$ cat config.mk
export PLATFORM = sky130hd
export DESIGN_NAME = tap_hold_double_tap_detector_flat
export DESIGN_NICKNAME = d
export VERILOG_FILES = /design/src/rtl/thd_pkg.sv /design/src/rtl/thd_item_if.sv /design/src/rtl/thd_event_if.sv /design/src/rtl/thd_cfg_if.sv /design/src/rtl/thd_in_stage.sv /design/src/rtl/thd_core.sv /design/src/rtl/thd_out_stage.sv /design/src/rtl/tap_hold_double_tap_detector.sv /design/src/flat_wrapper.sv
export SDC_FILE = /design/constraint.sdc
export NUM_CORES = 1
export LEC_CHECK = 0
export CAP_MARGIN = 15
export CELL_PAD_IN_SITES_DETAIL_PLACEMENT = 1
export CELL_PAD_IN_SITES_GLOBAL_PLACEMENT = 1
export CORE_ASPECT_RATIO = 1.25
export CORE_MARGIN = 4
export CORE_UTILIZATION = 46
export CTS_CLUSTER_DIAMETER = 40
export DETAILED_ROUTE_END_ITERATION = 6
export DONT_BUFFER_PORTS = 1
export PLACE_DENSITY = 0.8
export SLEW_MARGIN = 20
export SYNTH_ARGS = -nofsm -noshare
export SYNTH_HDL_FRONTEND = slang
export SYNTH_HIERARCHICAL = 1
export SYNTH_SLANG_ARGS = --single-unit
$ cat constraint.sdc
create_clock -name clk_i -period 4.25 [get_ports clk_i]
set_clock_uncertainty 0.05 [all_clocks]
set_input_delay 1.0625 -clock clk_i [delete_from_list [all_inputs] [get_ports clk_i]]
set_output_delay 1.0625 -clock clk_i [all_outputs]
set_load 0.02 [all_outputs]
$ cat src/rtl/thd_pkg.sv
// ----------------------------------------------------------------------------
// thd_pkg: shared types and constants
// Key modes, item kinds, event codes and the transaction records passed
// between the stages of the tap / hold / double-tap detector.
// ----------------------------------------------------------------------------
package thd_pkg;

  localparam int unsigned TimeW   = 32;
  localparam int unsigned CfgW    = 16;
  localparam int unsigned CfgIdxW = 1;
  localparam int unsigned OpW     = 2;
  localparam int unsigned EvW     = 2;

  localparam logic [CfgW-1:0] HoldTimeoutRst = 16'd250;
  localparam logic [CfgW-1:0] TapWindowRst   = 16'd200;

  // Configuration register indexes
  typedef enum logic [CfgIdxW-1:0] {
    RegHoldTimeout = 1'b0,
    RegTapWindow   = 1'b1
  } cfg_reg_e;

  // Item kinds; code 3 is unused and does nothing
  typedef enum logic [OpW-1:0] {
    OpTick    = 2'd0,
    OpPress   = 2'd1,
    OpRelease = 2'd2
  } op_e;

  // Key modes; codes 5..7 are unreachable and hold until reset
  typedef enum logic [2:0] {
    ModeIdle     = 3'd0,
    ModePressed  = 3'd1,
    ModeFirstUp  = 3'd2,
    ModeHold     = 3'd3,
    ModeDouble   = 3'd4
  } mode_e;

  // Event codes
  typedef enum logic [EvW-1:0] {
    EvRelease   = 2'd0,
    EvTap       = 2'd1,
    EvHold      = 2'd2,
    EvDoubleTap = 2'd3
  } event_e;

  // One input item as held in the input register
  typedef struct packed {
    logic [OpW-1:0]   opcode;
    logic             is_overlay_key;
    logic [TimeW-1:0] now_ms;
  } item_t;

  // Result of one step
  typedef struct packed {
    logic             emit;
    logic [EvW-1:0]   event_code;
  } result_t;

endpackage

$ cat src/rtl/thd_item_if.sv
// ----------------------------------------------------------------------------
// thd_item_if: input item channel
// Valid/ready channel carrying one key or tick item.
// ----------------------------------------------------------------------------
interface thd_item_if;
  logic                        valid;
  logic                        ready;
  logic [thd_pkg::OpW-1:0]     opcode;
  logic                        is_overlay_key;
  logic [thd_pkg::TimeW-1:0]   now_ms;

  modport source (output valid, output opcode, output is_overlay_key, output now_ms,
                  input ready);
  modport sink   (input valid, input opcode, input is_overlay_key, input now_ms,
                  output ready);
endinterface

$ cat src/rtl/thd_event_if.sv
// ----------------------------------------------------------------------------
// thd_event_if: result event channel
// Valid/ready channel carrying one event code.
// ----------------------------------------------------------------------------
interface thd_event_if;
  logic                      valid;
  logic                      ready;
  logic [thd_pkg::EvW-1:0]   event_code;

  modport source (output valid, output event_code, input ready);
  modport sink   (input valid, input event_code, output ready);
endinterface

$ cat src/rtl/thd_cfg_if.sv
// ----------------------------------------------------------------------------
// thd_cfg_if: configuration write channel
// Valid/ready channel carrying a register index and write data.
// ----------------------------------------------------------------------------
interface thd_cfg_if;
  logic                         valid;
  logic                         ready;
  logic [thd_pkg::CfgIdxW-1:0]  index;
  logic [thd_pkg::CfgW-1:0]     data;

  modport source (output valid, output index, output data, input ready);
  modport sink   (input valid, input index, input data, output ready);
endinterface

$ cat src/rtl/thd_in_stage.sv
// ----------------------------------------------------------------------------
// thd_in_stage: input register
// Captures one item per transaction and hands it to the core when the
// output side can take the step's result.
// ----------------------------------------------------------------------------
module thd_in_stage (
  input  logic           clk_i,
  input  logic           rst_ni,
  thd_item_if.sink       in_i,
  input  logic           out_free_i,
  output logic           fire_o,
  output thd_pkg::item_t item_o
);

  logic           valid_q, valid_d;
  thd_pkg::item_t item_q;

  // The held item steps when the output register can be loaded
  assign fire_o   = valid_q && out_free_i;
  assign in_i.ready = !valid_q || out_free_i;
  assign item_o   = item_q;

  always_comb begin
    valid_d = valid_q;
    if (in_i.ready) begin
      valid_d = in_i.valid;
    end
  end

  always_ff @(posedge clk_i or negedge rst_ni) begin
    if (!rst_ni) begin
      valid_q <= 1'b0;
    end else begin
      valid_q <= valid_d;
    end
  end

  // Payload, no reset
  always_ff @(posedge clk_i) begin
    if (in_i.valid && in_i.ready) begin
      item_q.opcode         <= in_i.opcode;
      item_q.is_overlay_key <= in_i.is_overlay_key;
      item_q.now_ms         <= in_i.now_ms;
    end
  end

endmodule

$ cat src/rtl/thd_core.sv
// ----------------------------------------------------------------------------
// thd_core: key mode machine
// Holds the configuration, key mode and timestamps; one step per fired item
// with a wrapping subtract and compare for each timeout.
// ----------------------------------------------------------------------------
module thd_core (
  input  logic             clk_i,
  input  logic             rst_ni,
  thd_cfg_if.sink          cfg_i,
  input  logic             fire_i,
  input  thd_pkg::item_t   item_i,
  output thd_pkg::result_t result_o
);

  logic [thd_pkg::CfgW-1:0]  hold_timeout_q, tap_window_q;
  thd_pkg::mode_e            mode_q, mode_d;
  logic [thd_pkg::TimeW-1:0] press_time_q, release_time_q;
  logic [thd_pkg::TimeW-1:0] press_age, release_age;
  logic                      hold_expired, tap_expired;
  logic                      is_tick, is_press, is_release;
  logic                      load_press, load_release;

  // Decode the item
  assign is_tick    = item_i.opcode == thd_pkg::OpTick;
  assign is_press   = item_i.is_overlay_key && (item_i.opcode == thd_pkg::OpPress);
  assign is_release = item_i.is_overlay_key && (item_i.opcode == thd_pkg::OpRelease);

  // Wrapping ages against the timeouts
  assign press_age    = item_i.now_ms - press_time_q;
  assign release_age  = item_i.now_ms - release_time_q;
  assign hold_expired = press_age > {{(thd_pkg::TimeW-thd_pkg::CfgW){1'b0}}, hold_timeout_q};
  assign tap_expired  = release_age > {{(thd_pkg::TimeW-thd_pkg::CfgW){1'b0}}, tap_window_q};

  // Configuration writes, always taken
  assign cfg_i.ready = 1'b1;

  always_ff @(posedge clk_i or negedge rst_ni) begin
    if (!rst_ni) begin
      hold_timeout_q <= thd_pkg::HoldTimeoutRst;
      tap_window_q   <= thd_pkg::TapWindowRst;
    end else if (cfg_i.valid) begin
      unique case (cfg_i.index)
        thd_pkg::RegHoldTimeout: hold_timeout_q <= cfg_i.data;
        thd_pkg::RegTapWindow:   tap_window_q   <= cfg_i.data;
        default: ;
      endcase
    end
  end

  // Next mode
  always_comb begin
    mode_d = mode_q;
    unique case (mode_q)
      thd_pkg::ModeIdle: begin
        if (is_press) mode_d = thd_pkg::ModePressed;
      end
      thd_pkg::ModePressed: begin
        if (is_tick && hold_expired) mode_d = thd_pkg::ModeHold;
        else if (is_release)         mode_d = thd_pkg::ModeFirstUp;
      end
      thd_pkg::ModeFirstUp: begin
        if (is_tick && tap_expired) mode_d = thd_pkg::ModeIdle;
        else if (is_press)          mode_d = thd_pkg::ModeDouble;
      end
      thd_pkg::ModeHold, thd_pkg::ModeDouble: begin
        if (is_release) mode_d = thd_pkg::ModeIdle;
      end
      default: mode_d = mode_q;
    endcase
  end

  // Outputs of the step: event and timestamp loads
  always_comb begin
    result_o.emit       = 1'b0;
    result_o.event_code = thd_pkg::EvRelease;
    load_press          = 1'b0;
    load_release        = 1'b0;
    unique case (mode_q)
      thd_pkg::ModeIdle: begin
        load_press = is_press;
      end
      thd_pkg::ModePressed: begin
        if (is_tick && hold_expired) begin
          result_o.emit       = 1'b1;
          result_o.event_code = thd_pkg::EvHold;
        end else begin
          load_release = is_release;
        end
      end
      thd_pkg::ModeFirstUp: begin
        if (is_tick && tap_expired) begin
          result_o.emit       = 1'b1;
          result_o.event_code = thd_pkg::EvTap;
        end else if (is_press) begin
          result_o.emit       = 1'b1;
          result_o.event_code = thd_pkg::EvDoubleTap;
        end
      end
      thd_pkg::ModeHold, thd_pkg::ModeDouble: begin
        if (is_release) begin
          result_o.emit       = 1'b1;
          result_o.event_code = thd_pkg::EvRelease;
        end
      end
      default: ;
    endcase
  end

  // State registers
  always_ff @(posedge clk_i or negedge rst_ni) begin
    if (!rst_ni) begin
      mode_q         <= thd_pkg::ModeIdle;
      press_time_q   <= '0;
      release_time_q <= '0;
    end else if (fire_i) begin
      mode_q <= mode_d;
      if (load_press)   press_time_q   <= item_i.now_ms;
      if (load_release) release_time_q <= item_i.now_ms;
    end
  end

  // A hold event always leaves the key in hold mode
  a_hold_enters_hold: assert property (@(posedge clk_i) disable iff (!rst_ni)
    fire_i && result_o.emit && (result_o.event_code == thd_pkg::EvHold)
    |=> mode_q == thd_pkg::ModeHold)
    else $error("hold event without entering hold mode");

  // A double tap only comes out of first-up mode
  a_double_from_first_up: assert property (@(posedge clk_i) disable iff (!rst_ni)
    fire_i && result_o.emit && (result_o.event_code == thd_pkg::EvDoubleTap)
    |-> mode_q == thd_pkg::ModeFirstUp)
    else $error("double tap outside first-up mode");

  // The press time moves only on a press taken in idle mode
  a_press_time_guarded: assert property (@(posedge clk_i) disable iff (!rst_ni)
    !(fire_i && is_press && (mode_q == thd_pkg::ModeIdle)) |=> $stable(press_time_q))
    else $error("press time changed outside an idle press");

  // The release time moves only on a release taken in pressed mode
  a_release_time_guarded: assert property (@(posedge clk_i) disable iff (!rst_ni)
    !(fire_i && is_release && (mode_q == thd_pkg::ModePressed) && !is_tick)
    |=> $stable(release_time_q))
    else $error("release time changed outside a pressed release");

endmodule

$ cat src/rtl/thd_out_stage.sv
// ----------------------------------------------------------------------------
// thd_out_stage: result register
// Holds one event until its transaction completes; reports when it can be
// loaded so the input side keeps moving.
// ----------------------------------------------------------------------------
module thd_out_stage (
  input  logic             clk_i,
  input  logic             rst_ni,
  thd_event_if.source      out_o,
  input  logic             fire_i,
  input  thd_pkg::result_t result_i,
  output logic             free_o
);

  logic                   valid_q, valid_d;
  logic [thd_pkg::EvW-1:0] code_q;

  assign free_o           = !valid_q || out_o.ready;
  assign out_o.valid      = valid_q;
  assign out_o.event_code = code_q;

  // Load on a step, otherwise drain on a completed transaction
  always_comb begin
    valid_d = valid_q;
    if (fire_i) begin
      valid_d = result_i.emit;
    end else if (out_o.ready) begin
      valid_d = 1'b0;
    end
  end

  always_ff @(posedge clk_i or negedge rst_ni) begin
    if (!rst_ni) begin
      valid_q <= 1'b0;
    end else begin
      valid_q <= valid_d;
    end
  end

  always_ff @(posedge clk_i) begin
    if (fire_i && result_i.emit) begin
      code_q <= result_i.event_code;
    end
  end

endmodule

$ cat src/rtl/tap_hold_double_tap_detector.sv
// Flow: an accepted item is held in the input register until the output register
//   can be loaded; its event, if any, is then offered on the output channel.
// Throughput: one item per cycle; a held result stalls the input only while
//   the output channel is not ready.
// Reset (rst_ni low, asynchronous): mode idle, timestamps zero, hold timeout
//   250 ms, tap window 200 ms, both channel registers empty.
// ----------------------------------------------------------------------------
// tap_hold_double_tap_detector: top level
// Classifies one special key as tap, hold, double tap or release from press,
// release and timer tick items.
// ----------------------------------------------------------------------------
module tap_hold_double_tap_detector (
  input  logic         clk_i,
  input  logic         rst_ni,
  thd_cfg_if.sink      cfg_i,
  thd_item_if.sink     in_i,
  thd_event_if.source  out_o
);

  logic             fire;
  logic             out_free;
  thd_pkg::item_t   item;
  thd_pkg::result_t result;

  thd_in_stage u_in_stage (
    .clk_i      (clk_i),
    .rst_ni     (rst_ni),
    .in_i       (in_i),
    .out_free_i (out_free),
    .fire_o     (fire),
    .item_o     (item)
  );

  thd_core u_core (
    .clk_i    (clk_i),
    .rst_ni   (rst_ni),
    .cfg_i    (cfg_i),
    .fire_i   (fire),
    .item_i   (item),
    .result_o (result)
  );

  thd_out_stage u_out_stage (
    .clk_i    (clk_i),
    .rst_ni   (rst_ni),
    .out_o    (out_o),
    .fire_i   (fire),
    .result_i (result),
    .free_o   (out_free)
  );

endmodule

$ cat src/flat_wrapper.sv
// flat-port wrapper written by rule: the top's interface ports become plain ports
module tap_hold_double_tap_detector_flat 
  (clk_i, rst_ni, cfg_i_valid, cfg_i_index, cfg_i_data, cfg_i_ready, in_i_valid, in_i_opcode, in_i_is_overlay_key, in_i_now_ms, in_i_ready, out_o_valid, out_o_event_code, out_o_ready);
  thd_cfg_if cfg_i_i ();
  thd_item_if in_i_i ();
  thd_event_if out_o_i ();
  input  logic clk_i;
  input  logic rst_ni;
  input wire logic [$bits(cfg_i_i.valid)-1:0] cfg_i_valid;
  input wire logic [$bits(cfg_i_i.index)-1:0] cfg_i_index;
  input wire logic [$bits(cfg_i_i.data)-1:0] cfg_i_data;
  output wire logic [$bits(cfg_i_i.ready)-1:0] cfg_i_ready;
  input wire logic [$bits(in_i_i.valid)-1:0] in_i_valid;
  input wire logic [$bits(in_i_i.opcode)-1:0] in_i_opcode;
  input wire logic [$bits(in_i_i.is_overlay_key)-1:0] in_i_is_overlay_key;
  input wire logic [$bits(in_i_i.now_ms)-1:0] in_i_now_ms;
  output wire logic [$bits(in_i_i.ready)-1:0] in_i_ready;
  output wire logic [$bits(out_o_i.valid)-1:0] out_o_valid;
  output wire logic [$bits(out_o_i.event_code)-1:0] out_o_event_code;
  input wire logic [$bits(out_o_i.ready)-1:0] out_o_ready;
  assign cfg_i_i.valid = cfg_i_valid;
  assign cfg_i_i.index = cfg_i_index;
  assign cfg_i_i.data = cfg_i_data;
  assign cfg_i_ready = cfg_i_i.ready;
  assign in_i_i.valid = in_i_valid;
  assign in_i_i.opcode = in_i_opcode;
  assign in_i_i.is_overlay_key = in_i_is_overlay_key;
  assign in_i_i.now_ms = in_i_now_ms;
  assign in_i_ready = in_i_i.ready;
  assign out_o_valid = out_o_i.valid;
  assign out_o_event_code = out_o_i.event_code;
  assign out_o_i.ready = out_o_ready;
  tap_hold_double_tap_detector u_core (.clk_i(clk_i), .rst_ni(rst_ni), .cfg_i(cfg_i_i), .in_i(in_i_i), .out_o(out_o_i));
endmodule
==> impl_metrics.yaml <==
timing:
  finalSetupViolations: 7
  setup-tns-final_ns: -7.01
  finalCritPeriodShare_pct: 126
  fmax_mhz: 187
  layout_min_cycle_time_ns: 5.34
  setup_slack_ns: -1.09
  worst_slew_pin_slew_ns: 1.06
  hold_viol_final: 0
  drv_slew: 0
  slew_headroom_pct: 29.2
  rsz0062_at_grt: "yes"
  holdWs_ns: 0.270
final_layout:
  layout_common_cells: "buf_4, inv_1, dfrtp_1"
  area_growth_pct: 22.2
  post_layout_nonfiller_instances: 1476
  post-route-util_pct: 57.6
  final_common_cell: "buf_4"
  layout.nets: 1336
  finalInstanceArea_mm2: 0.0121
  drive_gt1_share_pct: 27.5
logic_synthesis:
  synth_flop_cell: "dfrtp_1"
  netlist_area_mm2: 0.00987
  postSynthAreaPerCell_um2: 9.42
  yosysWarnings: 6
  async_reset_ff_share_pct: 73.2
  synthCells: 1048
  synth-seq-cells: 138
  synth_edf_count: 37
  synthTopCellsByArea: "dfrtp_1, ha_1, edfxtp_1"
  synth_top_area_share_pct: 23.3
  synth_top_area_cell: "dfrtp_1"
  synth_cell_types: 76
  ys_seq_area_share_pct: 37.0
  synth_fp_nets: 1201
place:
  placed_area_mm2: 0.0111
  place_inst: 1420
  dpl_worst_slack_ns: -0.856
  port_buffers: 0
  hpwl_um: 23800
  place_congestion: 0.895
power_and_ir_drop:
  power_density_mw_per_mm2: 807
  leakagePower_nw: 5.34
  power_mw: 9.74
  peakVddDrop_mv: 0.394
worst_setup_path:
  cp_num_buf_inv: 1
  critPathTopFamily: "compound AO/OA/AOI/OAI gates"
  critPathSlowestCell: "edfxtp_1"
  crit_path_max_fanout: 4
  required_ns: 4.51
  max_stage_delay_ns: 0.48
  critPathCaptureType: "flip-flop"
  cp.arrival_ns: 5.60
  path_cells: "buf_4 -> ha_1 -> nand2b_1 -> a21oi_2 -> nor2_1 -> o21ai_0 -> xor2_1 -> ha_1 -> a21oi_1 -> o21ai_0 -> a22o_1 -> or4_4 -> a2111oi_4 -> nand4_1 -> a2111oi_2 -> and4_4 -> a21o_1 -> nand3_1 -> and2_4 -> o21bai_1"
  critPathKind: "reg -> reg"
  startpoint_type: "flip-flop"
outcome:
  violations: "setup timing"
  status: "finished with violations"
clock_tree:
  cts_tree: "done"
  h-tree-depth: 4
  clock_sinks: 138
  cts_buffers: 17
  cts_buffer_depth: 2
  hold_buffers: 0
  clk_pin_slew_ns: 0.07
  clk_latency_ns: 0.45
  cts_root_buf: "clkbuf_16"
hold_path:
  hp-class: "in -> async"
job:
  drv_cap: 0
global_route:
  grt_pass1_vias: 9802
  grt_max_degree: 102
  grt_pass1_wl_um: 54800
  grt_overflow_total: 0
  grtUsageTotal_pct: 29.4
  antenna_found_initial: 3
floorplan:
  initial_core_util_pct: 47.1
  core_area_mm2: 0.0210
  rows: 59
  design.die.area_mm2: 0.0239
  io_pins: 62
  die_w_um: 139
  die_h_um: 172
detailed_routing:
  dr.pass1.iters: 5
  drc: 0
  routed_via_density: 6.46
  vias: 9531
  drt-initial-drc-count: 805
  routed_wl_um: 40100
  routedWlPerCell_um: 27.2
  antenna_left: 0
power breakdown:
part / total [mW] / internal [mW] / leakage [nW] / switching (mW)
Combinational: 6.20 / 2.66 / 3.43 / 3.54
Clock: 1.51 / 0.838 / 0.281 / 0.674
Sequential: 2.04 / 1.73 / 1.63 / 0.305
sequential cells by signal, indices dropped and copies added (netlist names):
signal / count
u_core/u_core/hold_timeout_q: 16
u_core/u_core/release_time_q: 32
u_core/u_out_stage/out_o.event_code: 2
u_core/u_in_stage/item_o: 35
u_core/u_core/mode_q: 3
u_core/u_core/tap_window_q: 16
u_core/u_core/press_time_q: 32
u_core/u_in_stage/valid_q: 1
u_core/u_out_stage/out_o.valid: 1
layout make-up:
cell class | instances | area [um2]
antenna | 6 | 15.0
sequential | 138 | 3650
clock buffer | 21 | 493
timing repair buffer | 147 | 1110
tap | 274 | 343
multi-input combinational | 773 | 5980
fill | 2399 | 8900
clock inverter | 11 | 83.8
inverter | 106 | 398
synth_stat cells, types with 3 or more instances:
| cell | number |
|---|---|
| clkbuf_1 | 24 |
| edfxtp_1 | 37 |
| nor2b_1 | 10 |
| a211oi_1 | 9 |
| o21bai_1 | 7 |
| xnor2_1 | 33 |
| and2_1 | 10 |
| and3_1 | 7 |
| a21o_1 | 23 |
| nor3_1 | 13 |
| nor3b_1 | 3 |
| mux2_2 | 79 |
| nor4_1 | 6 |
| or3_1 | 5 |
| nand4_1 | 17 |
| o22ai_1 | 3 |
| a2111oi_0 | 4 |
| o21ai_0 | 63 |
| nor2_1 | 56 |
| dfrtp_1 | 92 |
| xor2_1 | 17 |
| ha_1 | 94 |
| a221oi_1 | 3 |
| o211ai_1 | 16 |
| o21ai_1 | 7 |
| nand2b_1 | 12 |
| a31oi_1 | 10 |
| nand3_1 | 30 |
| o21a_1 | 8 |
| and4_1 | 7 |
| dfstp_2 | 9 |
| inv_1 | 106 |
| buf_2 | 5 |
| a21oi_1 | 77 |
| o31ai_1 | 3 |
| mux2i_1 | 4 |
| nand2_1 | 86 |
logic make-up (layout without fill, tap and decap cells):
logic type / count (synthesis) / count (layout) / share of synthesized area (%)
buf+inv: 137 / 285 / 5.31
other cells: 1 / 7 / 0.0380
flops: 138 / 138 / 37.0
fa+ha+maj: 96 / 96 / 12.3
mux: 83 / 83 / 9.42
simple gates: 277 / 277 / 14.0
compound gates: 266 / 266 / 17.5
xor+xnor: 50 / 50 / 4.44
path summary, 6_finish.rpt:
kind                                                         startpoint                                            to  slack, ns  cells after the start
hold reg to reg            u_core/u_core/release_time_q[27]$_DFFE_PN0P_  u_core/u_core/release_time_q[27]$_DFFE_PN0P_       0.46                      1
min in group clk_i         u_core/u_core/release_time_q[27]$_DFFE_PN0P_  u_core/u_core/release_time_q[27]$_DFFE_PN0P_       0.46                      1
hold / removal                                                   rst_ni   u_core/u_core/hold_timeout_q[9]$_DFFE_PN0P_       0.27                      0
setup reg to reg                  u_core/u_in_stage/item_o[1]$_DFFE_PP_    u_core/u_out_stage/out_o.valid$_DFFE_PN0P_      -1.09                     20
setup / recovery                  u_core/u_in_stage/item_o[1]$_DFFE_PP_    u_core/u_out_stage/out_o.valid$_DFFE_PN0P_      -1.09                     20
max in group asynchronous                                        rst_ni    u_core/u_core/press_time_q[20]$_DFFE_PN0P_       3.60                      0
timing repair:
action | 4_1_cts | 5_1_grt
pin swaps | 18 | 11
endpoints found under the hold margin | 0 | 0
buffers inserted | 11 | 7
gates resized for setup | 33 | 14
endpoints found under the setup margin | 7 | 7
metal layers:
layer / up-vias / track usage [%] / part of all wire (%)
met4: 0 / 12.7 / 6.2
met1: 4775 / 35.4 / 39
met2: 514 / 52.5 / 49
li1: 4053 / - / -
met5: - / 0 / 0
met3: 189 / 4.70 / 6.1
No activity file was read; power rests on OpenSTA's default activity.
